`config.mk`:
```
export PLATFORM = sky130hd
export DESIGN_NAME = mic_div
export DESIGN_NICKNAME = d
export VERILOG_FILES = /design/src/rtl/matrix4_inverse_cofactor_unit_defines.svh /design/src/rtl/mic_pkg.sv /design/src/rtl/mic_div.sv
export SDC_FILE = /design/constraint.sdc
export NUM_CORES = 1
export LEC_CHECK = 0
export BUFFER_PORTS_ARGS = -buffer_cell sky130_fd_sc_hd__buf_2
export CAP_MARGIN = 30
export CORE_MARGIN = 2
export CORE_UTILIZATION = 36
export DETAILED_ROUTE_END_ITERATION = 8
export GPL_TIMING_DRIVEN = 0
export PLACE_DENSITY = 0.6
export SYNTH_ARGS = -nofsm -noshare
export SYNTH_HDL_FRONTEND = slang
export SYNTH_SLANG_ARGS = --single-unit
export TNS_END_PERCENT = 1
```
`constraint.sdc`:
```
create_clock -name i_clk -period 7.1 [get_ports i_clk]
set_input_delay 0 -clock i_clk [delete_from_list [all_inputs] [get_ports i_clk]]
set_output_delay 0 -clock i_clk [all_outputs]
set_load 0.01 [all_outputs]
```
`src/rtl/matrix4_inverse_cofactor_unit_defines.svh`:
```
// Assertion macros for the 4x4 matrix inverse unit.
// Included by files that carry concurrent checks; no other dependencies.
`ifndef MATRIX4_INVERSE_COFACTOR_UNIT_DEFINES_SVH
`define MATRIX4_INVERSE_COFACTOR_UNIT_DEFINES_SVH

// Same-cycle implication, disabled in reset.
`define MIC_ASSERT_IMPL(lbl, clk, rst_n, ante, cons, msg) \
    lbl: assert property (@(posedge clk) disable iff (!rst_n) (ante) |-> (cons)) \
        else $error(msg);

// Next-cycle implication, disabled in reset.
`define MIC_ASSERT_NEXT(lbl, clk, rst_n, ante, cons, msg) \
    lbl: assert property (@(posedge clk) disable iff (!rst_n) (ante) |=> (cons)) \
        else $error(msg);

`endif

```
`src/rtl/mic_pkg.sv`:
```
// Package for the 4x4 matrix inverse unit: widths, operand tables, types.
// No dependencies.
package mic_pkg;

    localparam int FRAC_BITS  = 16;
    localparam int ELEM_W     = 32;
    localparam int IDX_W      = 4;
    localparam int THR_W      = 31;
    localparam int SUB_W      = 64 - FRAC_BITS;
    localparam int HALF_W     = (SUB_W + 1) / 2;
    localparam int ACC_W      = 2 * SUB_W + 4;
    localparam int DEN_W      = ACC_W + 1;
    localparam int NUM_W      = ACC_W + FRAC_BITS + 2;
    localparam int QUO_W      = 34;
    localparam int DIV_W      = ACC_W + QUO_W + 2;
    localparam int DCNT_W     = $clog2(QUO_W);
    localparam int SUB_N      = 12;
    localparam int ELEM_N     = 16;
    localparam int APB_DATA_W = 32;
    localparam int APB_ADDR_W = 3;

    localparam logic [THR_W-1:0] THR_RESET = THR_W'(6);
    localparam logic             REG_THR   = 1'b0;
    localparam logic [IDX_W-1:0] IDX_LAST  = 4'd15;
    localparam logic [IDX_W-1:0] K_LAST_SUB = 4'd11;
    localparam logic [2:0]       T_LAST_SUB = 3'd1;
    localparam logic [2:0]       T_LAST_DET = 3'd5;
    localparam logic [2:0]       T_LAST_ADJ = 3'd2;
    localparam logic [2:0]       MAC_LAST   = 3'd4;

    typedef enum logic [1:0] {PH_SUB, PH_DET, PH_ADJ} t_phase;

    typedef struct packed {
        logic             a_sub;
        logic [IDX_W-1:0] a_idx;
        logic             b_sub;
        logic [IDX_W-1:0] b_idx;
        logic             neg;
    } t_op;

    typedef struct packed {
        logic start;
        logic clr;
        logic neg;
    } t_mac_cmd;

    typedef struct packed {
        logic busy;
    } t_mac_st;

    typedef struct packed {
        logic             busy;
        logic [QUO_W-1:0] quo;
    } t_div_st;

    // sub-determinant k: e[a0]*e[b0] - e[a1]*e[b1], nibbles a0 b0 a1 b1
    localparam logic [15:0] SUB_ROW [SUB_N] = '{
        16'h0514, 16'h0624, 16'h0734, 16'h1625, 16'h1735, 16'h2736,
        16'h8D9C, 16'h8EAC, 16'h8FBC, 16'h9EAD, 16'h9FBD, 16'hAFBE
    };

    // adjugate entry: lead sign, three elements, three sub-determinants
    localparam logic [27:0] ADJ_ROW [ELEM_N] = '{
        28'h1567BA9, 28'h0123BA9, 28'h1DEF543, 28'h09AB543,
        28'h0467B87, 28'h1023B87, 28'h0CEF521, 28'h18AB521,
        28'h1457A86, 28'h0013A86, 28'h1CDF420, 28'h089B420,
        28'h0456976, 28'h1012976, 28'h0CDE310, 28'h189A310
    };

    function automatic t_op op_decode(t_phase ph, logic [IDX_W-1:0] k, logic [2:0] t);
        t_op         op;
        logic [15:0] srow;
        logic [27:0] arow;
        op   = '0;
        srow = SUB_ROW[k];
        arow = ADJ_ROW[k];
        case (ph)
            PH_SUB: begin
                if (!t[0]) begin
                    op.a_idx = srow[15:12];
                    op.b_idx = srow[11:8];
                end else begin
                    op.a_idx = srow[7:4];
                    op.b_idx = srow[3:0];
                    op.neg   = 1'b1;
                end
            end
            PH_DET: begin
                op.a_sub = 1'b1;
                op.b_sub = 1'b1;
                op.a_idx = IDX_W'(t);
                op.b_idx = K_LAST_SUB - IDX_W'(t);
                op.neg   = (t == 3'd1) || (t == 3'd4);
            end
            PH_ADJ: begin
                op.b_sub = 1'b1;
                op.neg   = !(arow[24] ^ t[0]);
                case (t)
                    3'd0: begin
                        op.a_idx = arow[23:20];
                        op.b_idx = arow[11:8];
                    end
                    3'd1: begin
                        op.a_idx = arow[19:16];
                        op.b_idx = arow[7:4];
                    end
                    default: begin
                        op.a_idx = arow[15:12];
                        op.b_idx = arow[3:0];
                    end
                endcase
            end
            default: op = '0;
        endcase
        return op;
    endfunction

endpackage

```
`src/rtl/mic_div.sv`:
```
// Restoring divider, one quotient bit per cycle, QUO_W bits of quotient.
// Depends on mic_pkg.
module mic_div (
    input  logic                      i_clk,
    input  logic                      i_rst_n,
    input  logic                      i_start,
    input  logic [mic_pkg::NUM_W-1:0] i_num,
    input  logic [mic_pkg::DEN_W-1:0] i_den,
    output mic_pkg::t_div_st          o_st
);
    import mic_pkg::*;

    logic              r_busy;
    logic [DCNT_W-1:0] r_cnt;
    logic [DIV_W-1:0]  r_rem;
    logic [DIV_W-1:0]  r_dsh;
    logic [QUO_W-1:0]  r_quo;
    logic              ge;

    assign ge = r_rem >= r_dsh;

    always_ff @(posedge i_clk) begin
        if (!i_rst_n) begin
            r_busy <= 1'b0;
            r_cnt  <= '0;
        end else if (i_start) begin
            r_busy <= 1'b1;
            r_cnt  <= '0;
            r_rem  <= DIV_W'(i_num);
            r_dsh  <= DIV_W'(i_den) << (QUO_W - 1);
        end else if (r_busy) begin
            if (ge) begin
                r_rem <= r_rem - r_dsh;
            end
            r_quo <= {r_quo[QUO_W-2:0], ge};
            r_dsh <= r_dsh >> 1;
            if (r_cnt == DCNT_W'(QUO_W - 1)) begin
                r_busy <= 1'b0;
            end
            r_cnt <= r_cnt + DCNT_W'(1);
        end
    end

    assign o_st.busy = r_busy;
    assign o_st.quo  = r_quo;
endmodule

```
; ---- After elaboration in Yosys (flattened, before gate mapping)
; Cells that the tools add are included.
[classes]
n_reduce_logical = 6
muxes = 8
bitwise = 2
magnitude_cmp = 1
addsub = 2
n_eq_ne = 1
[op_table]
columns = operator, count
row1 = $mux 136, 2
row2 = $ge 136x135->1, 1
row3 = $sub 136x135->136, 1
row4 = $mux 135, 1
row5 = $mux 134, 1
row6 = $mux 118, 1
row7 = $add 6x1->6 const B, 1
row8 = $eq 6x6->1 const B, 1
row9 = $reduce_and 3->1, 2
row10 = $reduce_bool 2->1, 2
row11 = $mux 1, 3
row12 = $not 1->1, 2
row13 = $reduce_and 2->1, 1
row14 = $reduce_or 2->1, 1
[totals]
out_inout_bits = 35
reg_bits = 312
in_bits = 222
wordCells = 27

; ---- Depth between registers and ports, before layout
[logic_depth]
word_depth = 4
mapped_depth = 14
ltp_nobuf = 14

; ---- Worst setup path before layout
; No wires, ideal clock.
[synth_path]
kind = input to register
from = input i_start
to = register r_rem[0], enable pin
required_ps = 6593
cell_stages = 6
arrival_time_ps = 6788
path_slack_ps = -195
path_cell_list = clkbuf_1 > clkbuf_1 > clkbuf_1 > o21ai_0 > inv_1 > o21a_1
[synth_via]
elab_chain_len = 2
[synth_lines]
columns = element, line
row1 = start: declaration, mic_div.sv:6  ; input logic i_start,
row2 = $reduce_bool 2->1 (no source line), --
row3 = $reduce_and 3->1 (no source line) *, --
row4 = end signal: assignment, mic_div.sv:29  ; r_rem <= DIV_W'(i_num);
row5 = end signal: assignment, mic_div.sv:33  ; r_rem <= r_rem - r_dsh;
row6 = end: declaration, mic_div.sv:15  ; logic [DIV_W-1:0] r_rem;
; Every way passes the cells marked *; elsewhere a longest branch is shown, timed or not.
; A chain may end at the register's enable or synchronous reset.

; ---- Worst setup path in the final report
[layout_path]
from = register r_dsh[0]
to = register r_rem[71], enable pin
[layout_via]
elab_chain_len = 3
[layout_lines]
columns = element, line
row1 = start: declaration, mic_div.sv:16  ; logic [DIV_W-1:0] r_dsh;
row2 = start signal: assignment, mic_div.sv:30  ; r_dsh <= DIV_W'(i_den) << (QUO_W - 1);
row3 = start signal: assignment, mic_div.sv:36  ; r_dsh <= r_dsh >> 1;
row4 = $ge 136x135->1, mic_div.sv:20  ; assign ge = r_rem >= r_dsh;
row5 = net ge, mic_div.sv:18  ; logic ge;
row6 = $reduce_bool 2->1 (no source line), --
row7 = $reduce_and 3->1 (no source line), --
; The timed path passes the listed nets, and every way through them passes these cells.

==> implementation parameters <==
Parameter                              Value

Worst setup path
  Crit path required time ... 7.33 ns
  Source of the critical timing path ... r_dsh[0]
  Last element of the critical path ... r_rem[71]
  Critical register-to-register path startpoint ... r_dsh[0]
  Cell count of the worst reg-to-reg path ... 15
  Maximum cell stage delay along the critical path ... 0.65 ns
  Data arrival time of the critical path ... 6.26 ns
  End of the worst register-to-register path ... r_rem[71]
  Highest net fanout along the worst path ... 54
  Setup slack of the most critical reg-to-reg path ... 1.07 ns
  CP Capture Type ... flop
  Cell type with the highest occurrence count on the critical path ... o21ai_1
  Cell breakdown of the critical path ... ha_1 > fa_1 > nor2b_1 > o21ai_0 > a2111oi_0 > a211oi_1 > o21ai_1 > a31oi_1 > buf_4 > o21ai_1 > a211oi_1 > o31a_1 > o21ai_1 > o21a_4 > buf_16
  Worst setup path category ... reg -> reg
  Cell with the largest stage delay on the worst path ... a2111oi_0
  CP Launch Type ... flop

Floorplan
  DIE AREA ... 62,100 sq um
  Num ports ... 257
  FP Rows ... 89
  Floorplan die width ... 249 um
  Core Area ... 59,200 sq um
  Initial core utilization ... 0.366
  Die height ... 249 um

Logic synthesis
  Biggest area contributors in the synthesized netlist ... edfxtp_1, ha_1, o21ai_0, nand2_1, a21oi_1
  Number of warnings printed during yosys synthesis ... 0
  Top cell type by total area after synthesis ... edfxtp_1
  Post-synthesis cell count ... 2,484
  Fraction of the yosys area taken by sequential cells ... 0.428
  Post-synthesis sequential element count ... 311
  Mean post-synth cell area ... 8.72 sq um
  Top flip-flop cell by instance count after synthesis ... edfxtp_1
  Count of flip-flops with a built-in enable after synthesis ... 304
  Share of synthesized flip-flops with an asynchronous set or reset ... 0
  Synthesized Nets ... 2,843
  Top cell type's share of synthesized area ... 0.422
  Unique cell type count in the Yosys netlist ... 82
  Mapped cell area ... 21,700 sq um

CTS
  Post-CTS Setup Repair Bufs ... 0
  Post-CTS resize count ... 0
  Cts bufs inserted ... 40
  H-tree lvl count ... 2
  Clock tree from TritonCTS ... yes
  Clock-pin transition on the worst setup and hold timing paths ... 0.06 ns
  Longest Clk Path Bufs ... 3
  Post-CTS Hold Buffers ... 219
  Later-pin clock latency in the skew report ... 0.57 ns
  Clock tree root driver cell ... clkbuf_16
  Clock tree sinks ... 311

GRT
  Vias in the first global route ... 20.6k
  Tot GR Track Use ... 0.234
  First-pass GRT wire length ... 114,000 um
  Maximum number of pins on one net before global-route repair ... 55
  Initial antenna violation count ... 2
  Overflow left after global routing ... 0

Finish
  Final #Nets ... 3,370
  Fraction of final layout cells with drive strength greater than 1 ... 0.124
  Reg area ... 9270 sq um
  Multi-input gate area ... 11,100 sq um
  Antenna fix cells ... 0
  Number of inserted filler cells in the final layout ... 5,740
  Area overhead of the layout relative to synthesis ... 27.4%

Timing
  Count of final max-slew check failures ... 0
  Final worst-path setup slack ... 1.07 ns
  Worst rel slew slack ... 0.367
  Hold Worst Slack ... 0.0654 ns
  Peak clock frequency supported by timing ... 166 MHz
  Post-Route Skew ... 0.0170 ns
  Slew @ Worst Pin ... 0.944 ns
  Final hold violations ... 0
  Final clock period utilization by the worst path ... 0.849
  Period minus WS final ... 6.03 ns
  RSZ-0062 raised after global routing ... false
  Final setup viols ... 0

Min path
  Hold Path Stages ... 4
  Path type of the worst min-delay path ... in -> reg

Power
  IR drop worst, VDD ... 0.154 mV
  LEAKAGE ... 0.0112 uW
  Pwr/cell area ... 227 nW/um^2

Routing
  Drt initial violations ... 1,548
  Pre-antenna DRT Iters ... 8
  Met3 wire len ... 4610 um
  Highest metal layer with signal wires ... met5
  Mean number of vias per cell ... 5.40
  Residual DRC count ... 1
  Sum of met2 wire segment lengths after detailed routing ... 33,500 um
  Drt total wl ... 74,300 um
  Length of routed wiring on met1 ... 33,600 um
  Post-route ant nets ... 0
  Wire length per cell after detailed routing ... 19.5 um
  Total number of vias ... 20.6k

Placed design
  Pre-CTS setup slack ... 1.16 ns
  Buffers added on ports ... 255
  Placer congestion estimate ... 0.920
  Post-DP HPWL ... 56,600 um

Outcome
  Violated checks ... DRC
  Outcome ... finished with violations

Run
  Max Cap Viol ... 0
flip-flops by register name, summed over array words and instances, names as in the netlist:
signal	flops
r_busy	1
r_quo	34
r_rem	136
r_cnt	6
r_dsh	134
final cells by class:
cell class / count / share of cell area
multi-input cells: 1840 / 0.403
flip-flops and latches: 311 / 0.336
clock inverters: 20 / 0.00843
plain buffers: 144 / 0.0207
well taps: 773 / 0.0351
repair buffers: 485 / 0.133
inverters: 189 / 0.0258
clock buffers: 49 / 0.0383
where the power goes:
group | internal (uW) | leakage [uW] | switching, uW
Combinational | 728 | 0.00759 | 1210
Sequential | 2220 | 0.00296 | 42.2
Clock | 1230 | 0.000622 | 822
per-layer routing:
metal  up-vias  GRT usage
met5         -          0
li1       9954          -
met4         4     0.0838
met1      9796      0.317
met2       693      0.378
met3       136     0.0353
per-stage QoR:
stage          total power, uW  setup TNS (ns)  cells   util  instance area [sq um]
6_report                  6260               0   3811  0.466                  27600
5_1_grt                   6590               0   3811  0.466                  27600
4_1_cts                   6280               0   3811  0.466                  27600
3_5_place_dp              4110               0   3523  0.407                  24100
3_3_place_gp              4090         -433.11   3512  0.403                  23900
2_1_floorplan             3550               0   2484      -                  21700
worst min path at each step:
stage | startpoint | end | slack, ns
2_1_floorplan | i_num[82] | r_rem[82] | 0.18
3_3_place_gp | i_den[39] | r_dsh[72] | 0.28
3_5_place_dp | i_den[44] | r_dsh[77] | 0.28
4_1_cts | i_num[113] | r_rem[113] | 0.009
5_1_grt | i_num[113] | r_rem[113] | 0.05
6_report | i_num[113] | r_rem[113] | 0.07
critical path, delay by kind of cell (launching register included):
| family | cells | cell delay, ns |
|---|---|---|
| compound gates | 10 | 3.83 |
| fa+ha+maj | 2 | 0.66 |
| buf+inv | 2 | 0.59 |
| flops | 1 | 0.37 |
| simple gates | 1 | 0.12 |
cells in the final DEF, fill, tap and decap left out, types with 13 or more instances in the layout:
cell type and count:
nand2_1 370, o21ai_0 327, edfxtp_1 304, buf_2 260
a21oi_1 223, dlygate4sd3_1 219, inv_1 188, nor2_1 161
ha_1 136, clkbuf_1 134, nand4_1 74, xnor2_1 72
a21o_1 54, xor2_1 48, o21bai_1 45, nor3_1 43
clkbuf_16 41, a31oi_1 24, nand3_1 21, o21a_1 19
nor2b_1 18, o31ai_1 14, nand2b_1 13, o21ai_1 13
Yosys cell counts (14+ instances only):
cell	n
nor2_1	161
inv_1	189
a21o_1	54
clkbuf_1	127
nand4_1	74
xor2_1	48
o31ai_1	14
o21ai_0	327
a31oi_1	24
edfxtp_1	304
nor2b_1	18
xnor2_1	72
a21oi_1	223
o21bai_1	45
ha_1	136
o21a_1	20
nand3_1	21
nand2_1	370
nor3_1	43
cells by family after synthesis:
family          after synthesis  share of synthesized area
compound gates              801                      0.218
xor+xnor                    120                     0.0485
fa+ha+maj                   137                     0.0795
buf+inv                     333                     0.0590
flops                       311                      0.428
mux                          13                    0.00659
simple gates                769                      0.160
(Power assumes the default switching activity.)
