**src/rtl/matrix4_inverse_cofactor_unit_defines.svh**
```systemverilog
// Assertion macros for the 4x4 matrix inverse unit.
// Included by files that carry concurrent checks; no other dependencies.
`ifndef MATRIX4_INVERSE_COFACTOR_UNIT_DEFINES_SVH
`define MATRIX4_INVERSE_COFACTOR_UNIT_DEFINES_SVH

// Same-cycle implication, disabled in reset.
`define MIC_ASSERT_IMPL(lbl, clk, rst_n, ante, cons, msg) \
    lbl: assert property (@(posedge clk) disable iff (!rst_n) (ante) |-> (cons)) \
        else $error(msg);

// Next-cycle implication, disabled in reset.
`define MIC_ASSERT_NEXT(lbl, clk, rst_n, ante, cons, msg) \
    lbl: assert property (@(posedge clk) disable iff (!rst_n) (ante) |=> (cons)) \
        else $error(msg);

`endif

```
**src/rtl/mic_pkg.sv**
```systemverilog
// Package for the 4x4 matrix inverse unit: widths, operand tables, types.
// No dependencies.
package mic_pkg;

    localparam int FRAC_BITS  = 16;
    localparam int ELEM_W     = 32;
    localparam int IDX_W      = 4;
    localparam int THR_W      = 31;
    localparam int SUB_W      = 64 - FRAC_BITS;
    localparam int HALF_W     = (SUB_W + 1) / 2;
    localparam int ACC_W      = 2 * SUB_W + 4;
    localparam int DEN_W      = ACC_W + 1;
    localparam int NUM_W      = ACC_W + FRAC_BITS + 2;
    localparam int QUO_W      = 34;
    localparam int DIV_W      = ACC_W + QUO_W + 2;
    localparam int DCNT_W     = $clog2(QUO_W);
    localparam int SUB_N      = 12;
    localparam int ELEM_N     = 16;
    localparam int APB_DATA_W = 32;
    localparam int APB_ADDR_W = 3;

    localparam logic [THR_W-1:0] THR_RESET = THR_W'(6);
    localparam logic             REG_THR   = 1'b0;
    localparam logic [IDX_W-1:0] IDX_LAST  = 4'd15;
    localparam logic [IDX_W-1:0] K_LAST_SUB = 4'd11;
    localparam logic [2:0]       T_LAST_SUB = 3'd1;
    localparam logic [2:0]       T_LAST_DET = 3'd5;
    localparam logic [2:0]       T_LAST_ADJ = 3'd2;
    localparam logic [2:0]       MAC_LAST   = 3'd4;

    typedef enum logic [1:0] {PH_SUB, PH_DET, PH_ADJ} t_phase;

    typedef struct packed {
        logic             a_sub;
        logic [IDX_W-1:0] a_idx;
        logic             b_sub;
        logic [IDX_W-1:0] b_idx;
        logic             neg;
    } t_op;

    typedef struct packed {
        logic start;
        logic clr;
        logic neg;
    } t_mac_cmd;

    typedef struct packed {
        logic busy;
    } t_mac_st;

    typedef struct packed {
        logic             busy;
        logic [QUO_W-1:0] quo;
    } t_div_st;

    // sub-determinant k: e[a0]*e[b0] - e[a1]*e[b1], nibbles a0 b0 a1 b1
    localparam logic [15:0] SUB_ROW [SUB_N] = '{
        16'h0514, 16'h0624, 16'h0734, 16'h1625, 16'h1735, 16'h2736,
        16'h8D9C, 16'h8EAC, 16'h8FBC, 16'h9EAD, 16'h9FBD, 16'hAFBE
    };

    // adjugate entry: lead sign, three elements, three sub-determinants
    localparam logic [27:0] ADJ_ROW [ELEM_N] = '{
        28'h1567BA9, 28'h0123BA9, 28'h1DEF543, 28'h09AB543,
        28'h0467B87, 28'h1023B87, 28'h0CEF521, 28'h18AB521,
        28'h1457A86, 28'h0013A86, 28'h1CDF420, 28'h089B420,
        28'h0456976, 28'h1012976, 28'h0CDE310, 28'h189A310
    };

    function automatic t_op op_decode(t_phase ph, logic [IDX_W-1:0] k, logic [2:0] t);
        t_op         op;
        logic [15:0] srow;
        logic [27:0] arow;
        op   = '0;
        srow = SUB_ROW[k];
        arow = ADJ_ROW[k];
        case (ph)
            PH_SUB: begin
                if (!t[0]) begin
                    op.a_idx = srow[15:12];
                    op.b_idx = srow[11:8];
                end else begin
                    op.a_idx = srow[7:4];
                    op.b_idx = srow[3:0];
                    op.neg   = 1'b1;
                end
            end
            PH_DET: begin
                op.a_sub = 1'b1;
                op.b_sub = 1'b1;
                op.a_idx = IDX_W'(t);
                op.b_idx = K_LAST_SUB - IDX_W'(t);
                op.neg   = (t == 3'd1) || (t == 3'd4);
            end
            PH_ADJ: begin
                op.b_sub = 1'b1;
                op.neg   = !(arow[24] ^ t[0]);
                case (t)
                    3'd0: begin
                        op.a_idx = arow[23:20];
                        op.b_idx = arow[11:8];
                    end
                    3'd1: begin
                        op.a_idx = arow[19:16];
                        op.b_idx = arow[7:4];
                    end
                    default: begin
                        op.a_idx = arow[15:12];
                        op.b_idx = arow[3:0];
                    end
                endcase
            end
            default: op = '0;
        endcase
        return op;
    endfunction

endpackage

```
**src/rtl/mic_mac.sv**
```systemverilog
// Shared signed multiply-accumulate: one half-width multiplier, four partial
// products per multiply, wide accumulator. Depends on mic_pkg.
module mic_mac (
    input  logic                             i_clk,
    input  logic                             i_rst_n,
    input  mic_pkg::t_mac_cmd                i_cmd,
    input  logic signed [mic_pkg::SUB_W-1:0] i_a,
    input  logic signed [mic_pkg::SUB_W-1:0] i_b,
    output mic_pkg::t_mac_st                 o_st,
    output logic [mic_pkg::ACC_W-1:0]        o_acc
);
    import mic_pkg::*;

    logic                  r_busy;
    logic [2:0]            r_cnt;
    logic [SUB_W-1:0]      r_ma;
    logic [SUB_W-1:0]      r_mb;
    logic                  r_sub;
    logic [2*HALF_W-1:0]   r_pp;
    logic [1:0]            r_sh;
    logic [ACC_W-1:0]      r_acc;

    logic [HALF_W-1:0]     ha;
    logic [HALF_W-1:0]     hb;
    logic [2*HALF_W-1:0]   n_pp;
    logic [ACC_W-1:0]      addend;
    logic [SUB_W-1:0]      mag_a;
    logic [SUB_W-1:0]      mag_b;

    assign mag_a = i_a[SUB_W-1] ? SUB_W'(-i_a) : SUB_W'(i_a);
    assign mag_b = i_b[SUB_W-1] ? SUB_W'(-i_b) : SUB_W'(i_b);

    always_comb begin
        case (r_cnt[1:0])
            2'd0: begin
                ha = r_ma[HALF_W-1:0];
                hb = r_mb[HALF_W-1:0];
            end
            2'd1: begin
                ha = r_ma[HALF_W-1:0];
                hb = HALF_W'(r_mb >> HALF_W);
            end
            2'd2: begin
                ha = HALF_W'(r_ma >> HALF_W);
                hb = r_mb[HALF_W-1:0];
            end
            default: begin
                ha = HALF_W'(r_ma >> HALF_W);
                hb = HALF_W'(r_mb >> HALF_W);
            end
        endcase
    end

    assign n_pp = ha * hb;

    always_comb begin
        case (r_sh)
            2'd0:    addend = ACC_W'(r_pp);
            2'd3:    addend = ACC_W'(r_pp) << (2 * HALF_W);
            default: addend = ACC_W'(r_pp) << HALF_W;
        endcase
    end

    always_ff @(posedge i_clk) begin
        if (!i_rst_n) begin
            r_busy <= 1'b0;
            r_cnt  <= '0;
        end else if (i_cmd.start) begin
            r_busy <= 1'b1;
            r_cnt  <= '0;
            r_ma   <= mag_a;
            r_mb   <= mag_b;
            r_sub  <= i_a[SUB_W-1] ^ i_b[SUB_W-1] ^ i_cmd.neg;
            if (i_cmd.clr) begin
                r_acc <= '0;
            end
        end else if (r_busy) begin
            if (r_cnt != MAC_LAST) begin
                r_pp <= n_pp;
                r_sh <= r_cnt[1:0];
            end
            if (r_cnt != 3'd0) begin
                r_acc <= r_sub ? r_acc - addend : r_acc + addend;
            end
            if (r_cnt == MAC_LAST) begin
                r_busy <= 1'b0;
            end
            r_cnt <= r_cnt + 3'd1;
        end
    end

    assign o_st.busy = r_busy;
    assign o_acc     = r_acc;
endmodule

```
**config.mk**
```make
export PLATFORM = sky130hd
export DESIGN_NAME = mic_mac
export DESIGN_NICKNAME = d
export VERILOG_FILES = /design/src/rtl/matrix4_inverse_cofactor_unit_defines.svh /design/src/rtl/mic_pkg.sv /design/src/rtl/mic_mac.sv
export SDC_FILE = /design/constraint.sdc
export NUM_CORES = 2
export LEC_CHECK = 0
export BUFFER_PORTS_ARGS = -buffer_cell sky130_fd_sc_hd__buf_2
export CELL_PAD_IN_SITES_DETAIL_PLACEMENT = 0
export CELL_PAD_IN_SITES_GLOBAL_PLACEMENT = 1
export CORE_AREA = 2 2 249 312
export CTS_CLUSTER_SIZE = 20
export DETAILED_ROUTE_END_ITERATION = 6
export DIE_AREA = 0 0 251 314
export PLACE_DENSITY = 0.93
export SYNTH_ARGS = -nofsm -noshare
export SYNTH_HDL_FRONTEND = slang
export SYNTH_SLANG_ARGS = --single-unit
```
**constraint.sdc**
```tcl
create_clock -name i_clk -period 17.06 [get_ports i_clk]
set_clock_uncertainty 0.15 [all_clocks]
set_input_delay 2.559 -clock i_clk [delete_from_list [all_inputs] [get_ports i_clk]]
set_output_delay 2.559 -clock i_clk [all_outputs]
set_load 0.01 [all_outputs]
```
## Word-level counts from Yosys, hierarchy flattened

Index checks and enable logic that the tools add are counted.

- Equal/unequal tests: 6
- Multiplexer cells: 13
- Bitwise logic cells: 4
- Reductions and logical operators: 11
- $mul: 1
- Add/subtract/negate cells: 5

Operator list:

| cell | count |
|---|---|
| $mux W100 | 5 |
| $pmux W96 S2 | 1 |
| $add A100 B100 Y100 | 1 |
| $sub A100 B100 Y100 | 1 |
| $neg A48 Y48 | 2 |
| $mux W47 | 2 |
| $mul A24 B24 Y48 | 1 |
| $mux W24 | 2 |
| $reduce_and A4 Y1 | 2 |
| $reduce_or A2 Y1 | 3 |
| $eq A2 B2 Y1 const B | 2 |
| $logic_not A2 Y1 | 2 |
| $reduce_bool A2 Y1 | 2 |
| $add A3 B1 Y3 const B | 1 |
| $eq A3 B3 Y1 const B | 1 |
| $mux W1 | 3 |
| $ne A3 B3 Y1 const B | 1 |
| $reduce_bool A3 Y1 | 1 |
| $eq A2 B1 Y1 const B | 1 |
| $ne A2 B2 Y1 const B | 1 |
| $not A1 Y1 | 2 |
| $reduce_and A2 Y1 | 1 |
| $xor A1 B1 Y1 | 2 |

- Register bits after elaboration: 251
- Word-level logic and storage cells: 50

## Logic depth before layout (Yosys ltp)

- Depth in word-level cells: 7
- Mapped depth: 33
- Gate-level depth less buffers: 30

## Worst setup path after synthesis

No wires, ideal clock.

- Kind: input to register
- Start point: input i_cmd[2] (netlist name)
- End point: register r_acc[0], in the netlist o_acc[0] (enable)
- Setup slack: 5.875 ns
- Cell stages on the path: 4
- Buffers on the path: 2
- Arrival time: 10.323 ns
- Setup time: 0.713 ns
- Cells stage by stage: clkbuf_1 clkbuf_1 nand2_1 a21boi_0

- Longest elaborated chain between the ends: 2

RTL lines:

| what | line | source |
|---|---|---|
| from (decl) | mic_mac.sv:6 | `input mic_pkg::t_mac_cmd i_cmd,` |
| $ne A2 B2 Y1 (no line) / $reduce_bool A2 Y1 (equally long branches) | -- |  |
| $reduce_and A4 Y1 (no line) * | -- |  |
| to (signal assigned) | mic_mac.sv:83 | `r_acc <= r_sub ? r_acc - addend : r_acc + addend;` |
| to (decl) | mic_mac.sv:21 | `logic [ACC_W-1:0] r_acc;` |

Mark *: on every way between the ends. The rest lies on a longest branch, timed or not.
A chain may end at the register's enable or synchronous reset.

## Worst setup path after layout

- Start point: register r_cnt[0]
- End point: register r_pp[46] (data pin)

- Longest elaborated chain between the ends: 4

RTL lines:

| what | line | source |
|---|---|---|
| from (decl) | mic_mac.sv:15 | `logic [2:0] r_cnt;` |
| from (signal assigned) | mic_mac.sv:88 | `r_cnt <= r_cnt + 3'd1;` |
| $eq A2 B1 Y1 (tied with other cells) | -- |  |
| $reduce_or A2 Y1 (no line) | -- |  |
| $mux W24 | mic_mac.sv:34 | `case (r_cnt[1:0])` |
| $mul A24 B24 Y48 * | mic_mac.sv:54 | `assign n_pp = ha * hb;` |
| via n_pp[46] | mic_mac.sv:25 | `logic [2*HALF_W-1:0] n_pp;` |
| to (signal assigned) | mic_mac.sv:79 | `r_pp <= n_pp;` |
| to (decl) | mic_mac.sv:19 | `logic [2*HALF_W-1:0] r_pp;` |

The timed path passes the listed nets; every way through them passes the cells marked *.

==> impl_metrics.py <==
metrics = {
    "status": {
        "status": "completed",
    },
    "clock_network": {
        "worst_setup_hold_path_clk_slew_ns": 0.06,
        "cts.root.buffer_cell": "sky130_fd_sc_hd__clkbuf_16",
        "tritoncts": "yes",
        "clk_lat_worst_skew_ns": 0.63,
        "post_cts.repair.setup_buffers": 0,
        "htree_num_levels": 1,
        "cts.sink_count": 251,
        "cts.hold.buffers_added": 0,
        "cts.repair.resized": 0,
        "cts_buffer_depth": 3,
        "cts_buffer_count": 30,
    },
    "routing": {
        "post-route-drc-count": 0,
        "ant_nets": 0,
        "dr.pass1.iters": 7,
        "routed_wire_length_per_instance_um": 23.6,
        "detailedRoute.firstIterationViolations": 2888,
        "overall_via_count_from_detail_route": 34200,
        "detailed_route_wl_um": 135000,
        "route.detailed.vias_per_inst": 6.00,
    },
    "critical_path": {
        "critPathRequiredTime_ns": 17.29,
        "r2r_setup_slack_ns": 7.31,
        "r2r-end": "r_pp[46]$_DFFE_PP_",
        "setup.worst_path.start": "r_cnt[0]$_SDFFE_PN0P_",
        "timing.rr.start": "r_cnt[0]$_SDFFE_PN0P_",
        "timing.critical_path.to_type": "flip-flop",
        "slowest_stage": "sky130_fd_sc_hd__mux2i_1",
        "r2r_cells": 28,
        "critical_path_arrival_ns": 9.97,
        "critical_path.max_fanout": 40,
        "critical-path-top-cell-by-count": "sky130_fd_sc_hd__fa_1",
        "cpPeakStageDelay_ns": 1.03,
        "startpoint_type": "flip-flop",
        "critPathKind": "reg2reg",
        "endpoint": "r_pp[46]$_DFFE_PP_",
    },
    "synth": {
        "netlist_top_cells_area": "sky130_fd_sc_hd__fa_1, sky130_fd_sc_hd__edfxtp_1, sky130_fd_sc_hd__ha_1",
        "syn-mean-instance-area_sq_um": 8.53,
        "sequential_area_share_after_synthesis": 0.188,
        "netlist.area_leader.share": 0.243,
        "yosys.area.top_type": "sky130_fd_sc_hd__fa_1",
        "post_synth_instance_area_sq_um": 39900,
        "syn_nets": 5537,
        "async_reset_ff_frac": 0,
        "synthFlopType": "sky130_fd_sc_hd__edfxtp_1",
        "count_of_flip_flops_with_a_built_in_enable_after_synthesis": 247,
        "syn_inst": 4671,
        "synth-warning-count": 0,
        "yosys.cell_types.count": 89,
        "ys_seq_elements": 251,
    },
    "hold_path": {
        "hold_class": "reg2reg",
        "hold-path-cell-count": 0,
    },
    "timing": {
        "layout_worst_path_cycle_share": 0.571,
        "max-slew-margin-rel": 0.188,
        "final_report_setup_violation_count": 0,
        "final_ws_setup_ns": 7.31,
        "slew_viol_final": 0,
        "timing_worst_slew_pin_value_ns": 1.19,
        "rsz0062_at_grt": "false",
        "fin_setup_tns_ns": 0,
        "finalCriticalPeriod_ns": 9.75,
        "hold_viol": 0,
        "timing.fmax_mhz": 103,
    },
    "floorplan": {
        "core-area_sq_um": 75800,
        "initial_utilization": 0.526,
        "die-height_um": 314,
        "die_w_um": 251,
        "io_pins": 202,
        "die_area_sq_um": 78800,
        "num_rows": 113,
    },
    "place": {
        "dp.final_hpwl_um": 108000,
        "place_ws_ns": 7.37,
        "gp_congestion": 1.02,
        "postPlaceCellArea_sq_um": 41600,
        "buffers_on_ports": 201,
    },
    "global_routing": {
        "via_count_of_the_first_global_routing_pass": 34800,
        "grt_antenna_before_repair": 0,
        "grtUsageTotal": 0.341,
        "grt_first_pass_wirelength_um": 204000,
        "grt_max_degree": 79,
        "overflow": 0,
    },
    "layout": {
        "layout_commonest_cell": "sky130_fd_sc_hd__inv_1",
        "flow.area_growth_from_synthesis_pct": 7.04,
        "layout-drive-gt1-share": 0.0897,
        "final_cell_mix": "sky130_fd_sc_hd__inv_1, sky130_fd_sc_hd__nor2_1, sky130_fd_sc_hd__nand2_1",
        "multi_input_logic_area_sq_um": 29100,
        "filler_cell_count": 7034,
        "ff_latch_area_sq_um": 7500,
        "final_nets": 5570,
        "antenna_diodes": 0,
        "final_cell_area_sq_um": 42700,
    },
    "run": {
        "max-cap-violations": 0,
    },
}
[routing by layer]
metal	GRT usage	routed length (um)
met1	0.379	48300
met2	0.613	67400
met3	0.0440	8570
met4	0.225	10600
met5	0	0
[flip-flops by register name, summed over array words and instances (netlist names)]
name,cells
o_acc,100
o_st,1
r_cnt,3
r_ma,48
r_mb,48
r_pp,48
r_sh,2
r_sub,1
[synth_stat cells (14+ instances only)]
| cell | n |
|---|---|
| sky130_fd_sc_hd__inv_1 | 613 |
| sky130_fd_sc_hd__o21ai_0 | 215 |
| sky130_fd_sc_hd__and2_1 | 27 |
| sky130_fd_sc_hd__mux2i_1 | 46 |
| sky130_fd_sc_hd__xor2_1 | 111 |
| sky130_fd_sc_hd__nor2b_1 | 27 |
| sky130_fd_sc_hd__nor2_1 | 592 |
| sky130_fd_sc_hd__nand4_1 | 69 |
| sky130_fd_sc_hd__clkbuf_1 | 225 |
| sky130_fd_sc_hd__and3_1 | 18 |
| sky130_fd_sc_hd__nand2b_1 | 24 |
| sky130_fd_sc_hd__o211ai_1 | 15 |
| sky130_fd_sc_hd__nand2_1 | 515 |
| sky130_fd_sc_hd__a21boi_0 | 17 |
| sky130_fd_sc_hd__o41ai_1 | 18 |
| sky130_fd_sc_hd__mux2_2 | 54 |
| sky130_fd_sc_hd__or3_1 | 30 |
| sky130_fd_sc_hd__o21a_1 | 24 |
| sky130_fd_sc_hd__xnor2_1 | 170 |
| sky130_fd_sc_hd__buf_2 | 14 |
| sky130_fd_sc_hd__o21bai_1 | 43 |
| sky130_fd_sc_hd__fa_1 | 483 |
| sky130_fd_sc_hd__or2_2 | 17 |
| sky130_fd_sc_hd__a211oi_1 | 14 |
| sky130_fd_sc_hd__a31oi_1 | 35 |
| sky130_fd_sc_hd__buf_1 | 19 |
| sky130_fd_sc_hd__a21oi_1 | 255 |
| sky130_fd_sc_hd__a21o_1 | 97 |
| sky130_fd_sc_hd__a22oi_1 | 36 |
| sky130_fd_sc_hd__or4_1 | 16 |
| sky130_fd_sc_hd__nor3_1 | 66 |
| sky130_fd_sc_hd__ha_1 | 282 |
| sky130_fd_sc_hd__nor4_1 | 20 |
| sky130_fd_sc_hd__edfxtp_1 | 247 |
| sky130_fd_sc_hd__nand3_1 | 49 |
| sky130_fd_sc_hd__o31ai_1 | 33 |
[worst min path at each step]
stage                              to             startpoint
detailed placement  r_sh[1]$_DFFE_PP_  r_cnt[1]$_SDFFE_PN0P_
global placement    r_sh[1]$_DFFE_PP_  r_cnt[1]$_SDFFE_PN0P_
finish              r_sh[1]$_DFFE_PP_  r_cnt[1]$_SDFFE_PN0P_
floorplan           r_sh[1]$_DFFE_PP_  r_cnt[1]$_SDFFE_PN0P_
CTS                 r_sh[1]$_DFFE_PP_  r_cnt[1]$_SDFFE_PN0P_
global route        r_sh[0]$_DFFE_PP_  r_cnt[0]$_SDFFE_PN0P_
[cell families after synthesis]
family,Yosys count,share of synthesized area
AO/OA/AOI/OAI,890,0.142
XOR/XNOR,281,0.0618
adder cells (fa/ha/maj),765,0.331
buffers and inverters,874,0.0829
flip-flops,251,0.188
multiplexers,100,0.0268
AND/OR/NAND/NOR,1510,0.168
[worst max-delay path: cells and delay by family (launching register included)]
family | cells | cell delay [ns]
AO/OA/AOI/OAI | 7 | 1.56
adder cells (fa/ha/maj) | 9 | 4.19
buffers and inverters | 6 | 0.81
flip-flops | 1 | 0.41
multiplexers | 1 | 1.03
AND/OR/NAND/NOR | 5 | 1.28
[layout make-up]
class / instances / area share
clock inverters: 19 / 0.00563
multi-input cells: 3546 / 0.683
clock buffers: 35 / 0.0185
well taps: 977 / 0.0287
flip-flops and latches: 251 / 0.176
inverters: 614 / 0.0540
repair buffers: 261 / 0.0342
[per-stage QoR]
step            util  hold slack (ns)  cells
2_1_floorplan      -            0.331   4671
3_5_place_dp   0.549            0.386   5649
3_3_place_gp   0.549            0.354   5649
4_1_cts        0.563            0.381   5703
6_report       0.563            0.374   5703
5_1_grt        0.563            0.392   5703
Power is not shown: default switching activity piles up to over one toggle a cycle in this logic, so the estimate is an artifact.
